[src/rtl/vn3d_pkg.sv]
// package for the 3d lattice value noise block
// constants, types and hash helpers shared by all modules; no dependencies
package vn3d_pkg;

  localparam int LATTICE_BITS = 8;
  localparam int LB = LATTICE_BITS;

  // depth of the valid and out-of-range flag pipes of the back part
  localparam int BACK_STAGES = 12;

  localparam logic [31:0] C1 = 32'hcc9e2d51;
  localparam logic [31:0] C2 = 32'h1b873593;
  localparam logic [31:0] HN = 32'he6546b64;
  localparam logic [31:0] F1 = 32'h85ebca6b;
  localparam logic [31:0] F2 = 32'hc2b2ae35;
  localparam logic [31:0] SEED = 32'd42;

  typedef struct packed {
    logic signed [LB-1:0] x;
    logic signed [LB-1:0] y;
    logic signed [LB-1:0] z;
    logic [15:0] fx;
    logic [15:0] fy;
    logic [15:0] fz;
    logic oor;
  } cell_t;

  function automatic logic [31:0] rotl(input logic [31:0] v, input int r);
    rotl = (v << r) | (v >> (32 - r));
  endfunction

  // exact float bits of a key below 2^24 in magnitude
  function automatic logic [31:0] key_bits(input logic signed [24:0] k);
    logic [24:0] m;
    logic [4:0] e;
    logic [31:0] sh;
    m = k[24] ? 25'(-k) : k;
    e = '0;
    for (int i = 0; i < 25; i++) begin
      if (m[i]) e = 5'(i);
    end
    sh = 32'(m) << (5'd23 - e);
    if (m == '0) key_bits = '0;
    else key_bits = {k[24], 8'(e) + 8'd127, sh[22:0]};
  endfunction

endpackage

[src/rtl/vn3d_queue.sv]
// two-entry queue between front and back
// depends on vn3d_pkg
module vn3d_queue import vn3d_pkg::*; (
  input  logic clk,
  input  logic rst,
  input  logic wr,
  input  cell_t wdata,
  output logic rd_valid,
  output cell_t rdata
);
  cell_t mem [2];
  logic wp, rp;
  logic [1:0] cnt;

  assign rd_valid = cnt != 2'd0;
  assign rdata = mem[rp];

  always_ff @(posedge clk) begin
    if (wr) mem[wp] <= wdata;
    if (rst) begin
      wp <= 1'b0;
      rp <= 1'b0;
      cnt <= 2'd0;
    end else begin
      if (wr) wp <= ~wp;
      if (rd_valid) rp <= ~rp;
      cnt <= cnt + 2'(wr) - 2'(rd_valid);
    end
  end
endmodule

[config.mk]
export PLATFORM = sky130hd
export DESIGN_NAME = vn3d_queue
export DESIGN_NICKNAME = d
export VERILOG_FILES = /design/src/rtl/vn3d_pkg.sv /design/src/rtl/vn3d_queue.sv
export SDC_FILE = /design/constraint.sdc
export NUM_CORES = 1
export LEC_CHECK = 0
export BUFFER_PORTS_ARGS = -buffer_cell sky130_fd_sc_hd__clkbuf_2
export CAP_MARGIN = 20
export CORE_AREA = 2 2 109 111
export CTS_CLUSTER_DIAMETER = 120
export DETAILED_ROUTE_END_ITERATION = 8
export DIE_AREA = 0 0 111 113
export PLACE_DENSITY_LB_ADDON = 0.1
export RECOVER_POWER = 50
export SYNTH_ARGS = -nofsm -noshare
export SYNTH_HDL_FRONTEND = slang
export SYNTH_SLANG_ARGS = --single-unit
[constraint.sdc]
create_clock -name clk -period 5.2 [get_ports clk]
set_input_delay 0.26 -clock clk [delete_from_list [all_inputs] [get_ports clk]]
set_output_delay 0.26 -clock clk [all_outputs]
set_load 0.005 [all_outputs]
==> results.cfg <==
[outcome]
status = finished, violations left
violations = max-capacitance violations, max-slew violations

[clocking]
cts_hold_buf = 0
cts-root-buf = clkbuf_16
postCtsSetupRepairBufs = 0
clk_path_buf_depth = 2
cts_buffers = 17
cts_tree = done
clkSlewWorstSetupHoldPaths_ns = 0.06
clkSinkCount = 151
clk_latency_ns = 0.41
h-tree-depth = 4
ctsResizeCount = 0

[setup_path]
path_buf_inv = 1
endpoint_kind = flip-flop
critPathSlowestCell = nor2b_1
crit_required_ns = 5.25
path_class = reg2reg
arrival_ns = 3.41
path_max_fanout = 45
crit_path_cell_trace = nor2b_1, buf_4
crit_family = simple AND/OR/NAND/NOR gates
setup.worst_path.start_class = flip-flop
critPathMaxStageDelay_ns = 1.86

[timing]
layout_min_cycle_time_ns = 3.360
setup_viol = 0
worstMarginPinSlew_ns = 3.375
slew_headroom_pct = -125.0
final_max_slew_viol_count = 104
period_share_pct = 64.62
fin_skew_ns = 0.006380
whs_ns = 0.02811
fmax_mhz = 297.6
setup_slack_ns = 1.840
hold_viol = 0
rsz0062_at_grt = no
finalSetupTns_ns = 0

[hold_path]
hold_class = in2reg

[die]
dieHeight_um = 113
die-area_um2 = 12540
die_x_um = 111
start_util_pct = 51.65
coreArea_um2 = 11270
row_count = 39
ioPinCount = 150

[finish]
area_delta_synth_final_pct = 21.90
fin_nets = 486
layout-drive-gt1-share_pct = 49.76
fin_util_pct = 62.96
diodes = 0

[flow_run]
drv_cap = 2

[logic_synthesis]
avgSynthCellArea_um2 = 23.57
synth_top_area_share_pct = 75.31
ys_ff_latch = 151
synth_cells = 247
synth_edf_count = 146
yosys-top-cells-area = edfxtp_1, mux2_4, buf_12
seq_area_frac_synth_pct = 77.03
yosysMostFrequentCell = edfxtp_1
async_flop_share_pct = 0
synth_ff_type = edfxtp_1
yosys_warnings = 0
netlist_area_um2 = 5822
synth_nets = 324
synth_cell_types = 17
synthTopCellsByCount = edfxtp_1, mux2_4, buf_12, dfxtp_1
yosys.area.top_type = edfxtp_1

[power_and_ir_drop]
p_leak_uw = 0.002716
power_density_nw_per_um2 = 393.1
power_uw = 2790
vdd_drop_max_mv = 0.2043

[detailed_routing]
drt-total-wl_mm = 9.185
dr.pass1.iters = 4
ant_nets = 0
wire_per_inst_um = 16.26
drtIter0Drc = 128
drc = 0
vias_per_cell = 4.908
vias = 2773

[place]
routabilityCongestion = 0.6745
place_ws_ns = 2.888
hpwl_mm = 5.778
port_buffers = 149

[global_route]
gr-usage-all-layers_pct = 15.20
grt_max_degree = 74
grt_pass1_wl_mm = 14.05
grt_overflow = 0
grt_pass1_vias = 2823
antenna_found_initial = 0
-- cell type report --
class	instances	area, um2
tap	143	178.9
timing repair buffer	151	703.2
sequential	151	4488
fill	848	4175
clock buffer	19	432.9
clock inverter	13	107.6
multi-input combinational	88	1186
-- power by group --
group          switching (uW)  total [uW]  internal (uW)  leakage [uW]
sequential               30.5        1450           1420       0.00141
combinational            99.7         234            134       0.00105
clock                     453        1100            652      0.000249
-- path summary, 6_finish.rpt --
path	from	endpoint	slack (ns)	cells past startpoint
max	wp$_SDFFE_PP0P_	mem[0][13]$_DFFE_PP_	1.84	2
min reg2reg	wp$_SDFFE_PP0P_	wp$_SDFFE_PP0P_	0.54	2
max reg2reg	wp$_SDFFE_PP0P_	mem[0][13]$_DFFE_PP_	1.84	2
min	wdata[1]	mem[1][1]$_DFFE_PP_	0.03	1
-- state kept, by name, indices dropped and copies added (netlist names), named ones only --
| name | flops |
|---|---|
| rp | 1 |
| cnt | 2 |
| mem | 146 |
| wp | 1 |
-- cell families (layout without fill, tap and decap cells) --
kind of cell | after synthesis | after routing | synth area share (%)
flops | 151 | 151 | 77.03
mux | 73 | 73 | 18.63
simple gates | 10 | 10 | 0.9887
buf+inv | 8 | 183 | 2.600
compound gates | 3 | 3 | 0.3868
fa+ha+maj | 1 | 1 | 0.2149
xor+xnor | 1 | 1 | 0.1505
-- cell usage in the layout, fill, tap and decap left out, types with 2 or more instances in the layout --
cell type   netlist  routed
nor2b_1           3       3
dfxtp_1           5       4
mux2_2            3       3
nor3_1            3       3
clkbuf_2          0     103
clkinv_2          0       4
edfxtp_1        146     146
clkinvlp_4        0       6
clkbuf_16         0      17
mux2_4           70      70
clkbuf_1          0      48
buf_4             0       2
-- per-layer routing --
metal  vias to the layer above  share of wire [%]  GRT usage, %
met5                         -                  0             0
met4                         0                1.8         7.250
met3                        16                8.8         6.909
met2                       114                 50         24.83
met1                      1336                 40         17.16
li1                       1307                  -             -
-- stage by stage --
step                      std cells  area, um2
after global routing            565       7097
after detailed placement        533       6624
after floorplan                 247       5822
after CTS                       565       7164
after global placement          533       6624
final                           565       7097
No activity file was read; power rests on OpenSTA's default activity.
