`config.mk`:
```
export PLATFORM = sky130hd
export DESIGN_NAME = vn3d_front
export DESIGN_NICKNAME = d
export VERILOG_FILES = /design/src/rtl/vn3d_pkg.sv /design/src/rtl/vn3d_front.sv
export SDC_FILE = /design/constraint.sdc
export NUM_CORES = 2
export LEC_CHECK = 0
export BUFFER_PORTS_ARGS = -buffer_cell sky130_fd_sc_hd__buf_4
export CAP_MARGIN = 20
export CORE_UTILIZATION = 70
export CTS_CLUSTER_SIZE = 16
export DETAILED_ROUTE_END_ITERATION = 6
export PLACE_DENSITY_LB_ADDON = 0.08
export SYNTH_ARGS = -nofsm -noshare
export SYNTH_HDL_FRONTEND = slang
export SYNTH_SLANG_ARGS = --single-unit
export TNS_END_PERCENT = 100
```
`constraint.sdc`:
```
create_clock -name clk -period 11.54 [get_ports clk]
set_input_delay 1.731 -clock clk [delete_from_list [all_inputs] [get_ports clk]]
set_output_delay 1.731 -clock clk [all_outputs]
set_load 0.05 [all_outputs]
```
`src/rtl/vn3d_pkg.sv`:
```
// package for the 3d lattice value noise block
// constants, types and hash helpers shared by all modules; no dependencies
package vn3d_pkg;

  localparam int LATTICE_BITS = 8;
  localparam int LB = LATTICE_BITS;

  // depth of the valid and out-of-range flag pipes of the back part
  localparam int BACK_STAGES = 12;

  localparam logic [31:0] C1 = 32'hcc9e2d51;
  localparam logic [31:0] C2 = 32'h1b873593;
  localparam logic [31:0] HN = 32'he6546b64;
  localparam logic [31:0] F1 = 32'h85ebca6b;
  localparam logic [31:0] F2 = 32'hc2b2ae35;
  localparam logic [31:0] SEED = 32'd42;

  typedef struct packed {
    logic signed [LB-1:0] x;
    logic signed [LB-1:0] y;
    logic signed [LB-1:0] z;
    logic [15:0] fx;
    logic [15:0] fy;
    logic [15:0] fz;
    logic oor;
  } cell_t;

  function automatic logic [31:0] rotl(input logic [31:0] v, input int r);
    rotl = (v << r) | (v >> (32 - r));
  endfunction

  // exact float bits of a key below 2^24 in magnitude
  function automatic logic [31:0] key_bits(input logic signed [24:0] k);
    logic [24:0] m;
    logic [4:0] e;
    logic [31:0] sh;
    m = k[24] ? 25'(-k) : k;
    e = '0;
    for (int i = 0; i < 25; i++) begin
      if (m[i]) e = 5'(i);
    end
    sh = 32'(m) << (5'd23 - e);
    if (m == '0) key_bits = '0;
    else key_bits = {k[24], 8'(e) + 8'd127, sh[22:0]};
  endfunction

endpackage

```
`src/rtl/vn3d_front.sv`:
```
// front: scales the point by the frequency and splits into cell and fractions
// depends on vn3d_pkg
module vn3d_front import vn3d_pkg::*; (
  input  logic clk,
  input  logic rst,
  input  logic in_valid,
  input  logic signed [23:0] px,
  input  logic signed [23:0] py,
  input  logic signed [23:0] pz,
  input  logic [15:0] freq,
  output logic out_valid,
  output cell_t lat
);
  logic signed [40:0] prx, pry, prz;
  logic v1;

  always_ff @(posedge clk) begin
    prx <= px * $signed({1'b0, freq});
    pry <= py * $signed({1'b0, freq});
    prz <= pz * $signed({1'b0, freq});
    if (rst) v1 <= 1'b0;
    else v1 <= in_valid;
  end

  function automatic logic ok(input logic signed [40:0] p);
    logic signed [16:0] ip;
    ip = p[40:24];
    ok = (ip >= -(17'sd1 <<< (LB-1))) && (ip <= ((17'sd1 <<< (LB-1)) - 17'sd1));
  endfunction

  always_ff @(posedge clk) begin
    if (rst) out_valid <= 1'b0;
    else out_valid <= v1;
    lat.x <= prx[24+LB-1:24];
    lat.y <= pry[24+LB-1:24];
    lat.z <= prz[24+LB-1:24];
    lat.fx <= prx[23:8];
    lat.fy <= pry[23:8];
    lat.fz <= prz[23:8];
    lat.oor <= !(ok(prx) && ok(pry) && ok(prz));
  end
endmodule

```
==> run metrics <==
status=finished clean; crit path to=prz[32]$_DFF_P_; Cells after Synth=slightly below 5000; Vias=between 30000 and 40000; nets@finish=6318; setup slack at placement=3037 ps; Worst Path Max Fanout=48; R2R Setup Slk=10020 ps; Synth Cell Area=between 0.04 and 0.05 sq mm; H-tree depth=4; Die Width=approximately 250 um; initial antenna violation count=3; Clock Sinks=174; pin count of the biggest net entering global routing=73; # fillers=~4800; core outline area=about 0.062 sq mm; CTS Hold Bufs=0; Area Overhead vs Synth=4.966%; Slew HR=34.45%; Seq/Total Area, Yosys=a little under 8%; Tmin final=8113 ps; Synth Net Count=approximately 6300; kind of critical path=in -> reg; reg2reg path depth=3; setup violators final=0; number of port buffers=~160; CP Cell Sequence=buf_4 > buf_4 > nand2_1 > fa_1 > fa_1 > inv_1 > fa_1 > fa_1 > fa_1 > inv_1 > fa_1 > inv_1 > ha_1 > a21oi_1 > o21ai_0 > a21oi_1 > nand3_1 > a21oi_1 > o21bai_1 > a21oi_1 > o21ai_0 > xor2_1; critical path's largest stage delay=just under 600 ps; Layout Utilization=around three quarters; Vert. Die Dim=approximately 250 um; clock skew=roughly 16 ps; TritonCTS buffer count=17; CP required=11920 ps; Root Buffer=clkbuf_16; Hold Path Class=reg -> reg; fin crit share=a little over two thirds; synth warn=0; dpl hpwl=roughly 74 mm; Max Cap Viol=0; Worst-Margin Slew=983.3 ps; Hold Vio Cnt, Final=0; max frequency=roughly 120 MHz; latest clock arrival within the worst-skew pair=between 500 and 600 ps; ys async rst share=0%; antenna viol nets, final=0; worst setup margin=roughly 3400 ps; Clock Tree Buf Depth=2; top-count cell post-synth=inv_1; Initial DRT Pass Iterations=7; GRT Total Usage=between 30% and 40%; FF-to-FF Start=pry[32]$_DFF_P_; first-pass GRT wire length=between 150 and 200 mm; # IOs=~170; syn_area_per_cell=slightly above 9 sq um; Worst path slowest cell=buf_4; most used flip-flop cell after synthesis=dfxtp_1; unrepaired setup endpoints after global routing=false; top-area cell type share of the netlist area=between 50% and 60%; synth cell count leaders=inv_1, fa_1, nand2_1; number of flops mapped to enable cells by yosys=0; cell mode on critical path=fa_1; share of post-route cells with drive strength above 1=under 10%; CP Launch Type=input port; Initial Utilization=between 70% and 80%; Setup TNS Final=0 ps; reg2reg end=lat[0]$_DFF_P_; placer congestion estimate=roughly 0.86; Remaining Overflow, GRT=0; Worst EP arrival=between 8000 and 9000 ps; post-DR vias/cell=between 5 and 6; Clk pin slew, worst setup/hold paths=80 ps; Slew Limit Fails=0; DRT iter0 DRCs=between 1500 and 2000; Post-CTS Setup Inserts=0; drt total wl=about 94 mm; Setup crit start=freq[2]; multi-input logic area=roughly 0.035 sq mm; vias in the first global route=33630; post-synth top area cell=fa_1; # rows=91; DRC=0; main area contributors after synthesis=fa_1, inv_1, ha_1; final hold slack=approximately 330 ps; Worst Setup End Kind=register; register area=0.003483 sq mm; synth unique cells=about 60; PostCTS Resize Cnt=0; CTS tree=done; routed length per instance=around 17 um; number of synthesized register bits=174; die area=0.06443 sq mm
cells by family after synthesis:
group                    share of synthesized area (%)
multiplexers                                   0.02255
XOR/XNOR                                         2.190
buffers and inverters                            13.17
flip-flops                                       7.846
AND/OR/NAND/NOR                                  14.34
adder cells (fa/ha/maj)                          59.10
AO/OA/AOI/OAI                                    3.329
registers in the layout (all words and copies together) (netlist names):
| register | cells |
|---|---|
| lat | 73 |
| out_valid | 1 |
| prx | 33 |
| pry | 33 |
| prz | 33 |
| v1 | 1 |
stage by stage:
step,area [sq um],std cells
floorplan,44390,4813
global placement,45970,5623
detailed placement,45970,5623
CTS,46590,5655
global route,46600,5658
finish,46600,5658
layout make-up:
cell class,instances,share of cell area [%]
Clock inverter,15,0.4108
Inverter,1362,10.97
Clock buffer,17,0.9129
Tap cell,837,2.247
Timing Repair Buffer,169,2.723
Multi-Input combinational cell,3081,75.24
Antenna cell,3,0.01611
Sequential cell,174,7.475
how the worst min path moves through the flow:
stage	from	to	slack, ps	depth (start not counted)
global route	pry[19]$_DFF_P_	lat[28]$_DFF_P_	330	0
detailed placement	pry[10]$_DFF_P_	lat[19]$_DFF_P_	310	0
CTS	pry[23]$_DFF_P_	lat[32]$_DFF_P_	330	0
finish	prz[21]$_DFF_P_	lat[14]$_DFF_P_	330	0
global placement	prx[29]$_DFF_P_	lat[70]$_DFF_P_	310	0
floorplan	prz[17]$_DFF_P_	lat[10]$_DFF_P_	310	0
metal layers:
layer	global-route usage [%]	vias to the layer above	share of wire (%)
li1	-	13620	-
met1	40.95	15960	38
met2	56.21	997	52
met3	3.585	216	6.1
met4	12.74	0	3.6
met5	0	-	0
cell usage in the layout, fill, tap and decap left out, drive strengths merged, types with 11 or more instances in the layout:
cell type and n:
and3 11, nor2 50, nand3 13, and2 448, o21ai 35, ha 297
a21o 34, a21oi 69, xor2 33, fa 1125, clkbuf 17, o21bai 11
inv 1371, dfxtp 174, nand4 17, o21a 16, nor3 19, buf 169
nand2 735, nor2b 13, xnor2 78
worst max-delay path, delay by kind of cell:
kind            cells  cell delay [ps]
buf+inv             5             1020
compound gates      7             1650
simple gates        2              520
fa+ha+maj           7             3350
xor+xnor            1              160
Power is not shown: default switching activity piles up to over one toggle a cycle in this logic, so the estimate is an artifact.
